[src/vme_pkg.sv]
// Shared types and constants for the voice command to MIDI event encoder.
package vme_pkg;

  localparam int VME_NUM_VOICES = 11;
  localparam int VME_QUEUE_DEPTH = 4;
  localparam int VME_DELTA_W = 28;

  localparam logic [7:0] VME_NO_NOTE = 8'hFF;
  localparam logic [6:0] VME_DEFAULT_LEVEL = 7'd80;

  typedef enum logic [2:0] {
    OP_KEY_ON     = 3'd0,
    OP_KEY_OFF    = 3'd1,
    OP_VOLUME     = 3'd2,
    OP_PAN        = 3'd3,
    OP_INSTRUMENT = 3'd4,
    OP_PITCH      = 3'd5,
    OP_DRUMSET    = 3'd6,
    OP_PERC_MODE  = 3'd7
  } vme_op_e;

  // one channel message: status, first data byte, optional second data byte
  typedef struct packed {
    logic [7:0] status;
    logic [7:0] d1;
    logic [7:0] d2;
    logic       three;
  } vme_msg_t;

  // work for the serializer: delta ahead of the first message, up to three messages
  typedef struct packed {
    logic [VME_DELTA_W-1:0] delta;
    logic [1:0]             nmsg_m1;
    vme_msg_t [2:0]         msg;
  } vme_desc_t;

endpackage

[src/vme_front.sv]
// Front end: takes voice commands, keeps voice state and builds message lists.
module vme_front import vme_pkg::*; #(
  parameter int NUM_VOICES = VME_NUM_VOICES
) (
  input  logic                   clk,
  input  logic                   rst,
  input  logic                   cfg_wr_en,
  input  logic [6:0]             cfg_wr_data,
  input  logic                   accept,
  input  logic [2:0]             op,
  input  logic [3:0]             voice,
  input  logic [6:0]             note,
  input  logic signed [15:0]     amount,
  input  logic signed [7:0]      pan_value,
  input  logic [7:0]             bank,
  input  logic [6:0]             program_req,
  input  logic                   percussion_on,
  input  logic [VME_DELTA_W-1:0] delta_time,
  output logic                   push,
  output vme_desc_t              desc
);

  localparam int IDX_W = $clog2(NUM_VOICES);

  logic [7:0]             held_note [NUM_VOICES];
  logic [6:0]             perc_level [NUM_VOICES];
  logic                   perc_mode;
  logic [VME_DELTA_W-1:0] pending_delta;
  logic [6:0]             default_level;

  logic [IDX_W-1:0]       idx;
  logic                   vok;
  logic                   perc_hi;
  logic                   perc_mid;
  logic [3:0]             ch;
  logic [VME_DELTA_W:0]   dsum;
  logic [VME_DELTA_W-1:0] delta;
  logic [7:0]             held_rd;
  logic [6:0]             level_rd;
  logic [6:0]             note_c;
  logic [6:0]             vol;
  logic [6:0]             pan_p;
  logic [7:0]             pitch_u;
  logic [7:0]             key_s;
  logic [7:0]             ctrl_s;
  logic [1:0]             nmsg;
  logic                   held_we;
  logic [7:0]             held_wval;
  logic                   level_we;
  logic                   mode_we;

  function automatic vme_msg_t mk_msg(input logic [7:0] s, input logic [7:0] a,
                                      input logic [7:0] b, input logic three);
    vme_msg_t m;
    m.status = s;
    m.d1 = a;
    m.d2 = b;
    m.three = three;
    return m;
  endfunction

  assign idx = voice[IDX_W-1:0];
  assign vok = ({1'b0, voice} < 5'(NUM_VOICES));
  assign perc_hi = perc_mode && (voice > 4'd5);
  assign perc_mid = perc_hi && (voice < 4'd10);
  assign ch = (voice == 4'd9) ? 4'd10 : voice;
  assign dsum = {1'b0, pending_delta} + {1'b0, delta_time};
  assign delta = dsum[VME_DELTA_W] ? '1 : dsum[VME_DELTA_W-1:0];
  assign held_rd = vok ? held_note[idx] : VME_NO_NOTE;
  assign level_rd = vok ? perc_level[idx] : 7'd0;

  always_comb begin
    if (!perc_hi) begin
      note_c = note;
    end else if (note < 7'd35) begin
      note_c = 7'd35;
    end else if (note > 7'd81) begin
      note_c = 7'd81;
    end else begin
      note_c = note;
    end
  end

  assign vol = amount[15] ? 7'd0 : ((|amount[14:7]) ? 7'd127 : amount[6:0]);
  assign pan_p = {~pan_value[7], pan_value[6:1]};

  always_comb begin
    if (amount[15] && !(&amount[14:7])) begin
      pitch_u = 8'd0;
    end else if (!amount[15] && (|amount[14:7])) begin
      pitch_u = 8'd255;
    end else begin
      pitch_u = {~amount[7], amount[6:0]};
    end
  end

  assign key_s = perc_hi ? 8'h99 : {4'h9, ch};
  assign ctrl_s = {4'hB, ch};

  always_comb begin
    desc = '0;
    desc.delta = delta;
    nmsg = 2'd0;
    held_we = 1'b0;
    held_wval = VME_NO_NOTE;
    level_we = 1'b0;
    mode_we = 1'b0;
    unique case (vme_op_e'(op))
      OP_KEY_ON: begin
        if (vok) begin
          held_we = 1'b1;
          held_wval = {1'b0, note_c};
          if (held_rd != VME_NO_NOTE) begin
            desc.msg[0] = mk_msg(key_s, held_rd, 8'd0, 1'b1);
            desc.msg[1] = mk_msg(key_s, {1'b0, note_c},
                                 perc_hi ? {1'b0, level_rd} : 8'd127, 1'b1);
            nmsg = 2'd2;
          end else begin
            desc.msg[0] = mk_msg(key_s, {1'b0, note_c},
                                 perc_hi ? {1'b0, level_rd} : 8'd127, 1'b1);
            nmsg = 2'd1;
          end
        end
      end
      OP_KEY_OFF: begin
        if (vok) begin
          held_we = 1'b1;
          desc.msg[0] = mk_msg(key_s, held_rd, 8'd0, 1'b1);
          nmsg = 2'd1;
        end
      end
      OP_VOLUME: begin
        if (vok) begin
          if (perc_mid) begin
            level_we = 1'b1;
          end else begin
            desc.msg[0] = mk_msg(ctrl_s, 8'd7, {1'b0, vol}, 1'b1);
            nmsg = 2'd1;
          end
        end
      end
      OP_PAN: begin
        if (vok) begin
          desc.msg[0] = mk_msg(perc_hi ? 8'hB9 : ctrl_s, 8'd10, {1'b0, pan_p}, 1'b1);
          nmsg = 2'd1;
        end
      end
      OP_INSTRUMENT: begin
        if (vok && !perc_hi) begin
          desc.msg[0] = mk_msg(ctrl_s, 8'd0, 8'd0, 1'b1);
          desc.msg[1] = mk_msg(ctrl_s, 8'h20, bank, 1'b1);
          desc.msg[2] = mk_msg({4'hC, ch}, {1'b0, program_req}, 8'd0, 1'b0);
          nmsg = 2'd3;
        end
      end
      OP_PITCH: begin
        if (vok && !perc_mid) begin
          desc.msg[0] = mk_msg({4'hE, ch}, {1'b0, pitch_u[0], 6'd0},
                               {1'b0, pitch_u[7:1]}, 1'b1);
          nmsg = 2'd1;
        end
      end
      OP_DRUMSET: begin
        if (perc_mode) begin
          desc.msg[0] = mk_msg(8'hB9, 8'd0, {1'b0, bank[6:0]}, 1'b1);
          nmsg = 2'd1;
        end
      end
      OP_PERC_MODE: begin
        mode_we = 1'b1;
      end
    endcase
    desc.nmsg_m1 = nmsg - 2'd1;
  end

  assign push = accept && (nmsg != 2'd0);

  always_ff @(posedge clk) begin
    if (rst) begin
      for (int i = 0; i < NUM_VOICES; i++) begin
        held_note[i] <= VME_NO_NOTE;
        perc_level[i] <= 7'd0;
      end
      perc_mode <= 1'b0;
      pending_delta <= '0;
      default_level <= VME_DEFAULT_LEVEL;
    end else begin
      if (cfg_wr_en) begin
        default_level <= cfg_wr_data;
      end
      if (accept) begin
        pending_delta <= (nmsg == 2'd0) ? delta : '0;
        if (held_we) begin
          held_note[idx] <= held_wval;
        end
        if (level_we) begin
          perc_level[idx] <= vol;
        end
        if (mode_we) begin
          perc_mode <= percussion_on;
          for (int i = 0; i < NUM_VOICES; i++) begin
            if (i >= 6 && i <= 9) begin
              perc_level[i] <= default_level;
            end
          end
        end
      end
    end
  end

endmodule

[src/vme_queue.sv]
// Short queue of message lists between the front end and the serializer.
module vme_queue import vme_pkg::*; #(
  parameter int DEPTH = VME_QUEUE_DEPTH
) (
  input  logic      clk,
  input  logic      rst,
  input  logic      push,
  input  vme_desc_t wdata,
  output logic      full,
  input  logic      pop,
  output vme_desc_t rdata,
  output logic      nonempty
);

  localparam int PTR_W = $clog2(DEPTH);
  localparam int CNT_W = $clog2(DEPTH + 1);

  vme_desc_t        slots [DEPTH];
  logic [PTR_W-1:0] wr_ptr;
  logic [PTR_W-1:0] rd_ptr;
  logic [CNT_W-1:0] count;

  assign full = (count == CNT_W'(DEPTH));
  assign nonempty = (count != '0);
  assign rdata = slots[rd_ptr];

  always_ff @(posedge clk) begin
    if (push) begin
      slots[wr_ptr] <= wdata;
    end
  end

  always_ff @(posedge clk) begin
    if (rst) begin
      wr_ptr <= '0;
      rd_ptr <= '0;
      count <= '0;
    end else begin
      if (push) begin
        wr_ptr <= (wr_ptr == PTR_W'(DEPTH - 1)) ? '0 : wr_ptr + 1'b1;
      end
      if (pop) begin
        rd_ptr <= (rd_ptr == PTR_W'(DEPTH - 1)) ? '0 : rd_ptr + 1'b1;
      end
      if (push && !pop) begin
        count <= count + 1'b1;
      end else if (pop && !push) begin
        count <= count - 1'b1;
      end
    end
  end

  a_no_push_full: assert property (@(posedge clk) disable iff (rst) push |-> !full)
    else $error("queue written while full");
  a_no_pop_empty: assert property (@(posedge clk) disable iff (rst) pop |-> nonempty)
    else $error("queue read while empty");
  a_count_range: assert property (@(posedge clk) disable iff (rst)
    count <= CNT_W'(DEPTH))
    else $error("queue count out of range");

endmodule

[src/vme_back.sv]
// Back end: writes each queued message list as delta and message bytes.
module vme_back import vme_pkg::*; (
  input  logic      clk,
  input  logic      rst,
  input  vme_desc_t head,
  input  logic      head_valid,
  output logic      pop,
  output logic      out_valid,
  input  logic      out_stall,
  output logic [7:0] out_byte,
  output logic      last
);

  typedef enum logic [1:0] {S_VLQ, S_STAT, S_D1, S_D2} st_t;

  st_t                    st;
  logic [1:0]             grp;
  logic [1:0]             msg_idx;
  vme_msg_t               cur;
  logic [VME_DELTA_W-1:0] cur_delta;
  logic [1:0]             groups_m1;
  logic [1:0]             g;
  logic [6:0]             slice;
  logic [7:0]             byte_sel;
  logic                   msg_end;
  logic                   item_end;
  logic                   advance;

  assign cur = head.msg[msg_idx];
  assign cur_delta = (msg_idx == 2'd0) ? head.delta : '0;

  always_comb begin
    if (|cur_delta[27:21]) begin
      groups_m1 = 2'd3;
    end else if (|cur_delta[20:14]) begin
      groups_m1 = 2'd2;
    end else if (|cur_delta[13:7]) begin
      groups_m1 = 2'd1;
    end else begin
      groups_m1 = 2'd0;
    end
  end

  assign g = groups_m1 - grp;

  always_comb begin
    case (g)
      2'd3:    slice = cur_delta[27:21];
      2'd2:    slice = cur_delta[20:14];
      2'd1:    slice = cur_delta[13:7];
      default: slice = cur_delta[6:0];
    endcase
  end

  always_comb begin
    unique case (st)
      S_VLQ:  byte_sel = {(g != 2'd0), slice};
      S_STAT: byte_sel = cur.status;
      S_D1:   byte_sel = cur.d1;
      S_D2:   byte_sel = cur.d2;
    endcase
  end

  assign msg_end = (st == S_D2) || (st == S_D1 && !cur.three);
  assign item_end = msg_end && (msg_idx == head.nmsg_m1);
  assign advance = head_valid && (!out_valid || !out_stall);
  assign pop = advance && item_end;

  always_ff @(posedge clk) begin
    if (rst) begin
      st <= S_VLQ;
      grp <= 2'd0;
      msg_idx <= 2'd0;
      out_valid <= 1'b0;
    end else begin
      if (advance) begin
        out_valid <= 1'b1;
        out_byte <= byte_sel;
        last <= item_end;
        if (msg_end) begin
          st <= S_VLQ;
          msg_idx <= item_end ? 2'd0 : msg_idx + 2'd1;
        end else begin
          unique case (st)
            S_VLQ: begin
              if (grp == groups_m1) begin
                st <= S_STAT;
                grp <= 2'd0;
              end else begin
                grp <= grp + 2'd1;
              end
            end
            S_STAT:  st <= S_D1;
            S_D1:    st <= S_D2;
            S_D2:    st <= S_VLQ;
          endcase
        end
      end else if (!out_stall) begin
        out_valid <= 1'b0;
      end
    end
  end

  a_mid_item_has_head: assert property (@(posedge clk) disable iff (rst)
    (st != S_VLQ || msg_idx != 2'd0 || grp != 2'd0) |-> head_valid)
    else $error("serializer mid item with empty queue");
  a_d2_three: assert property (@(posedge clk) disable iff (rst)
    (st == S_D2) |-> cur.three)
    else $error("second data byte on two-byte message");

endmodule

[src/voice_to_midi_event_encoder_core.sv]
// Top level of the voice command to MIDI file event encoder.
// Input channel: one voice command per item (op, voice, note, amount, pan_value,
// bank, program_req, percussion_on, delta_time) on in_valid / in_stall.
// Output channel: one MIDI file byte per item on out_valid / out_stall, with
// last set on the final byte a command causes. Commands that write nothing give
// no bytes and fold their delta into the next command that writes.
// cfg_wr_en / cfg_wr_data load the percussion default level; the user must do
// so only while idle, which the block does not enforce. The front end updates
// voice state in the accept cycle and queues a list of up to three messages;
// the serializer sends one byte per cycle while out_stall is low, and a command
// writes 4 to 14 bytes (delta groups plus message bytes). Commands are taken
// every cycle while the QUEUE_DEPTH entry queue has room; in_stall is high when
// it is full. When out_stall is high the output byte holds and the queue fills.
// Reset clears held notes to none, levels to zero, percussion mode off, the
// carried delta to zero, the default level to 80 and empties the queue.
module voice_to_midi_event_encoder_core import vme_pkg::*; #(
  parameter int NUM_VOICES = VME_NUM_VOICES,
  parameter int QUEUE_DEPTH = VME_QUEUE_DEPTH
) (
  input  logic                   clk,
  input  logic                   rst,
  input  logic                   cfg_wr_en,
  input  logic [6:0]             cfg_wr_data,
  input  logic                   in_valid,
  output logic                   in_stall,
  input  logic [2:0]             op,
  input  logic [3:0]             voice,
  input  logic [6:0]             note,
  input  logic signed [15:0]     amount,
  input  logic signed [7:0]      pan_value,
  input  logic [7:0]             bank,
  input  logic [6:0]             program_req,
  input  logic                   percussion_on,
  input  logic [VME_DELTA_W-1:0] delta_time,
  output logic                   out_valid,
  input  logic                   out_stall,
  output logic [7:0]             out_byte,
  output logic                   last
);

  logic      accept;
  logic      push;
  logic      pop;
  logic      full;
  logic      nonempty;
  vme_desc_t wdesc;
  vme_desc_t head;

  assign in_stall = full;
  assign accept = in_valid && !in_stall;

  vme_front #(.NUM_VOICES(NUM_VOICES)) u_front (
    .clk,
    .rst,
    .cfg_wr_en,
    .cfg_wr_data,
    .accept,
    .op,
    .voice,
    .note,
    .amount,
    .pan_value,
    .bank,
    .program_req,
    .percussion_on,
    .delta_time,
    .push,
    .desc (wdesc)
  );

  vme_queue #(.DEPTH(QUEUE_DEPTH)) u_queue (
    .clk,
    .rst,
    .push,
    .wdata (wdesc),
    .full,
    .pop,
    .rdata (head),
    .nonempty
  );

  vme_back u_back (
    .clk,
    .rst,
    .head,
    .head_valid (nonempty),
    .pop,
    .out_valid,
    .out_stall,
    .out_byte,
    .last
  );

endmodule
[config.mk]
export PLATFORM = sky130hd
export DESIGN_NAME = voice_to_midi_event_encoder_core
export DESIGN_NICKNAME = d
export VERILOG_FILES = /design/src/vme_pkg.sv /design/src/vme_front.sv /design/src/vme_queue.sv /design/src/vme_back.sv /design/src/voice_to_midi_event_encoder_core.sv
export SDC_FILE = /design/constraint.sdc
export NUM_CORES = 1
export LEC_CHECK = 0
export BUFFER_PORTS_ARGS = -buffer_cell sky130_fd_sc_hd__buf_2
export CAP_MARGIN = 0
export CORE_MARGIN = 3
export CORE_UTILIZATION = 47
export CTS_BUF_LIST = sky130_fd_sc_hd__clkbuf_2 sky130_fd_sc_hd__clkbuf_4 sky130_fd_sc_hd__clkbuf_8
export DETAILED_ROUTE_END_ITERATION = 16
export GPL_TIMING_DRIVEN = 0
export PLACE_DENSITY = 0.68
export RECOVER_POWER = 25
export SYNTH_ARGS = -nofsm -noshare
export SYNTH_HDL_FRONTEND = slang
export SYNTH_SLANG_ARGS = --single-unit
export TNS_END_PERCENT = 5
[constraint.sdc]
create_clock -name clk -period 10.5 [get_ports clk]
set_input_delay 1.05 -clock clk [delete_from_list [all_inputs] [get_ports clk]]
set_output_delay 1.05 -clock clk [all_outputs]
set_load 0.05 [all_outputs]
### Yosys cells after proc, flatten, opt, wreduce, memory -nomap -nowiden

Memory sizes are Yosys's and may differ from the RTL's. A register that Yosys moved wholly into a read port is not among the register bits.
Index checks and enable logic that the tools add are counted.

* flip-flop bits (word level): 59
* RAM bits: 585
* bits of input ports: 94
* output and inout port bits: 11
* word-level logic and storage cells: 199
* memories: 3

* add/subtract/negate cells: 9
* magnitude comparators: 6
* equal/unequal tests: 22
* muxes and demuxes: 91
* bitwise logic cells: 8
* reduce and logical (&&, ||, !) cells: 48

Memory list
* u_queue.slots: depth 4, bits a word 105, read ports 1, clocked after Yosys merged registers in 1, write ports 1, line vme_queue.sv:18 `vme_desc_t slots [DEPTH];`
* u_front.held_note: depth 11, bits a word 8, read ports 1, clocked after Yosys merged registers in 0, write ports 11, line vme_front.sv:25 `logic [7:0] held_note [NUM_VOICES];`
* u_front.perc_level: depth 11, bits a word 7, read ports 1, clocked after Yosys merged registers in 0, write ports 11, line vme_front.sv:26 `logic [6:0] perc_level [NUM_VOICES];`

Operator list (number)
* 25-bit two-way mux: 9
* 25-bit one-hot mux with 7 select lines: 1
* 28-bit two-way mux: 3
* 7-bit two-way mux: 11
* 75-bit two-way mux: 1
* 25-bit binary-select mux with 2-bit select: 1
* 50-bit two-way mux: 1
* 25-bit one-hot mux with 2 select lines: 1
* 8-bit two-way mux: 6
* 8-bit one-hot mux with 4 select lines: 1
* 1-bit two-way mux: 31
* 28-bit by 28-bit adder with 29-bit output: 1
* 2-bit two-way mux: 14
* 7-bit OR reduction: 4
* 7-bit one-hot mux with 3 select lines: 1
* 4-bit two-way mux: 5
* 17-bit two-way mux: 1
* 8-bit OR reduction: 2
* 3-bit == test, second input constant: 5
* 1-bit logical AND: 14
* 2-bit == test, second input constant: 6
* 2-bit one-hot mux with 6 select lines: 1
* 1-bit zero test: 10
* 2-bit by 1-bit adder with 2-bit output, second input constant: 4
* other kinds (30): 50

### Logic depth before layout (Yosys ltp)

* depth in word-level cells: 13
* depth in mapped cells: 19

### Hierarchy

Synthesis repeated with hierarchy kept, for this count alone.

* cell total of the unflattened synthesis: 1928
* area, all modules: 30351.6 µm²

By module, submodules not included
* vme_queue: times used 1, cells an instance 593, area an instance 15603.7 µm²
* vme_front: times used 1, cells an instance 1112, area an instance 12893.6 µm²
* vme_back: times used 1, cells an instance 222, area an instance 1840.5 µm²
* voice_to_midi_event_encoder_core: times used 1, cells an instance 1, area an instance 13.8 µm²

### Least setup slack after synthesis

OpenSTA, ideal clock, no wires.

* path kind: input to register
* start: in voice[0]
* end: mem u_queue.slots[0][100] in the netlist's numbering (enable)
* setup time: 453 ps
* arrival time: 5793 ps
* required time: 10047 ps
* path slack: 4254 ps
* cell stages on the path: 13
* buffers on the path: 3
* cell sequence: buf_4 -> buf_6 -> buf_6 -> mux4_2 -> mux2i_1 -> o21ai_0 -> nand4_1 -> o31ai_1 -> nand2_1 -> and3_1 -> ha_1 -> nor2_1 -> and2_1

* longest elaborated chain between the ends: 11

RTL lines
* start, declared: line voice_to_midi_event_encoder_core.sv:27 `input logic [3:0] voice,`
* branches (longest 6 deep; another with memory read 11 x 8 bit)
* 2-bit one-hot mux with 6 select lines (*): line vme_front.sv:108 `unique case (vme_op_e'(op))`
* 2-bit nonzero test (*): line vme_front.sv:176 `assign push = accept && (nmsg != 2'd0);`
* 1-bit logical AND (*): line vme_front.sv:176
* via push: line voice_to_midi_event_encoder_core.sv:42 `logic push;`
* 1-bit two-way mux (*): line vme_queue.sv:28 `if (push) begin`
* 1-bit two-way mux (implied by the code) (*): line vme_queue.sv:29 `slots[wr_ptr] <= wdata;`
* end, declared: line vme_queue.sv:18

Mark *: on every way through the listed nets, which the timed path passes.

### Final worst setup path

* start: in voice[1]
* end: reg u_queue.count[2]

* longest elaborated chain between the ends: 12

RTL lines
* branches (longest 6 deep; another with memory read 11 x 8 bit)
* 2-bit one-hot mux with 6 select lines (*): line vme_front.sv:108
* 2-bit nonzero test (*): line vme_front.sv:176
* 1-bit logical AND (*): line vme_front.sv:176
* via push: line voice_to_midi_event_encoder_core.sv:42
* 1-bit zero test: line vme_queue.sv:47 `end else if (pop && !push) begin`
* 1-bit logical AND: line vme_queue.sv:47
* 2-bit nonzero test (no source line)
* end signal, assigned: line vme_queue.sv:46 `count <= count + 1'b1;`
* end signal, assigned: line vme_queue.sv:48 `count <= count - 1'b1;`
* end, declared: line vme_queue.sv:21 `logic [CNT_W-1:0] count;`

Marks and branches as above.
A chain may end at the register's enable or synchronous reset.

==> results_dict.tcl <==
set metrics [dict create \
    status "finished, violations left" \
    violations "capacitance limit, slew limit" \
    synthToLayoutAreaGrowth_pct 14.8 \
    htreeDepth 3 \
    wl_per_cell_um 22.6 \
    start_util_pct 48.0 \
    netlist_area_mm2 0.0268 \
    fin_crit_ns 6.46 \
    worst_setup_path_end_kind "flip-flop" \
    tritoncts "yes" \
    critPathLaunchType "input port" \
    place_hpwl_mm 45.9 \
    maxSlewViolCount 9 \
    grt_usage_pct 22.1 \
    hold_class "flip-flop to flip-flop" \
    synth_flop_cell "edfxtp_1" \
    drive_above_1_share_pct 21.0 \
    core_area_mm2 0.0557 \
    ir_drop_uv 148 \
    drc 0 \
    tns_ns 0 \
    tightest_slew_ns 1.62 \
    wl_met2_mm 30.8 \
    pwr-share-clk_pct 38.7 \
    clock_sinks 600 \
    vias 16833 \
    power_frac_comb_pct 11.2 \
    drv_cap 2 \
    finalClockSkew_ns 0.0291 \
    power_frac_seq_pct 50.1 \
    grt_pass1_wl_mm 99.8 \
    ant_nets 0 \
    antenna_found_initial 4 \
    synthCells 1786 \
    clock_path_buffers 3 \
    power.share.switching_pct 24.3 \
    first_global_vias 16902 \
    holdWs_ns 0.463 \
    setup_viol 0 \
    rsz0062_at_grt "no" \
    grt_overflow_total 0 \
    chipWidth_um 245 \
    seqCellArea_mm2 0.0174 \
    cts.hold.buffers_added 0 \
    numCtsBuffers 96 \
    hold_viol_final 0 \
    cp_max_fo 10 \
    rrSetupSlack_ns 4.80 \
    multi_input_area_mm2 0.00904 \
    arrival_ns 7.06 \
    routedLengthMet1_mm 27.2 \
    dieArea_mm2 0.0599 \
    synth_cell_types 76 \
    slew_headroom_pct -9.52 \
    required_ns 11.09 \
    first_iter_violations 1735 \
    cts-root-buf "clkbuf_8" \
    globalplace.congestion 0.914 \
    routed-wl-met3_mm 5.32 \
    grt_max_degree 56 \
    power_leakage_nw 10.4 \
    power_density_mw_per_mm2 181 \
    fin_nets 2208 \
    synth-async-reset-ratio_pct 0 \
    ys_warn_count 0 \
    finalCritPeriodShare_pct 61.6 \
    top_layer_used "met4" \
    layout_commonest_cell "edfxtp_1" \
    core.rowCount 86 \
    cts_setup_buffers 0 \
    yosys_register_bits 600 \
    drtPass1Iterations 8 \
    pin_count 105 \
    viasPerCell 5.80 \
    io_buffer_count 97 \
    p_int_mw 4.21 \
    path_clk_slew_ns 0.06 \
    final_cell_mix "540 x edfxtp_1, 220 x nand2_1, 137 x mux4_2, 103 x clkbuf_8, 98 x buf_2" \
    synth_edf_count 540 \
    path_class "input port to flip-flop" \
    clkLatencyLatePin_ns 0.70 \
    fillers 4566 \
    p_switching_mw 1.35 \
    ys_seq_area_share_pct 65.0 \
    die_y_um 245 \
    ctsResizeCount 0 \
    fmax_ghz 0.155 \
    wl_mm 65.7 \
    avgSynthCellArea_um2 15.0 \
]
==> cells by family (layout without fill, tap and decap cells) <==
kind of cell    Yosys count  count (layout)  share of synthesized area [%]
flops                   600             600                           65.0
simple gates            437             437                           7.53
compound gates          349             349                           8.85
mux                     175             175                           13.1
buf+inv                 154             439                           2.43
fa+ha+maj                44              44                           2.11
xor+xnor                 26              26                          0.921
other cells               1              85                         0.0140
==> flip-flops by register name, indices dropped and copies added (netlist names), 3 cells and up, named ones only <==
name	flops
u_queue.count	3
u_back.out_byte	8
u_queue.slots	340
u_front.held_note	115
u_front.default_level	7
u_front.perc_level	84
u_front.pending_delta	28
==> cells in the mapped netlist, drive strengths merged (28+ instances only) <==
cell type / count / share of area [%]
ha: 42 / 2.0
clkbuf: 70 / 0.98
edfxtp: 540 / 61
nand2: 220 / 3.1
dfxtp: 60 / 4.5
buf: 34 / 0.74
a21oi: 75 / 1.4
o21ai: 90 / 1.7
mux4: 138 / 12
nor2: 82 / 1.1
a22o: 28 / 0.92
inv: 50 / 0.70
==> power groups by stage <==
stage	Combinational, mW	Sequential [mW]	Clock, mW
2_1_floorplan	0.397	2.85	0
3_3_place_gp	0.597	2.84	0
3_5_place_dp	0.616	2.84	0
4_1_cts	0.619	2.79	2.19
5_1_grt	0.678	2.80	2.30
6_report	0.621	2.79	2.15
==> worst paths after layout <==
kind,from,endpoint,cells after the start
setup reg to reg,flip-flop,u_back.out_byte[5],15
setup / recovery,voice[1],u_queue.count[2],18
hold / removal,u_front.held_note[10][0],u_front.held_note[10][0],1
hold reg to reg,u_front.held_note[10][0],u_front.held_note[10][0],1
==> layer usage <==
layer  track usage [%]  vias to the layer above
met5                 0                        -
met4              8.48                        0
met3              5.08                      149
met2              35.1                      709
met1              30.1                     8445
li1                  -                     7530
==> metrics by stage <==
step	utilization, %	power (mW)	std cells	setup slack [ns]	area (µm²)
CTS	55.2	5.60	2901	4.72	30800
finish	55.2	5.56	2903	4.04	30800
global placement	51.1	3.44	2713	1.61	28500
floorplan	-	3.25	1868	4.25	27100
global route	55.2	5.77	2903	3.64	30800
detailed placement	51.4	3.45	2720	4.21	28700
==> worst max-delay path, cell delays in order <==
cell and delay [ns]:
clkbuf_1 0.42, clkbuf_1 0.63, clkbuf_1 0.55, mux4_2 0.33, nand2_1 0.05, o21ai_0 0.18, nand4_1 0.14, o31ai_1 0.80
nand2_1 0.39, and3_1 0.39, ha_1 0.39, nor2_1 0.40, ha_1 0.26, inv_1 0.06, fa_1 0.37, xor2_1 0.16
or3_1 0.32, a21oi_1 0.14
==> area by class of cell <==
class | count | share of cell area, %
sequential | 600 | 56.6
tap | 748 | 3.04
antenna | 2 | 0.0163
clock inverter | 38 | 1.28
timing repair buffer | 104 | 1.96
buffer | 104 | 1.49
clock buffer | 143 | 5.59
multi-input combinational | 1114 | 29.4
inverter | 50 | 0.610
(Power assumes the default switching activity.)
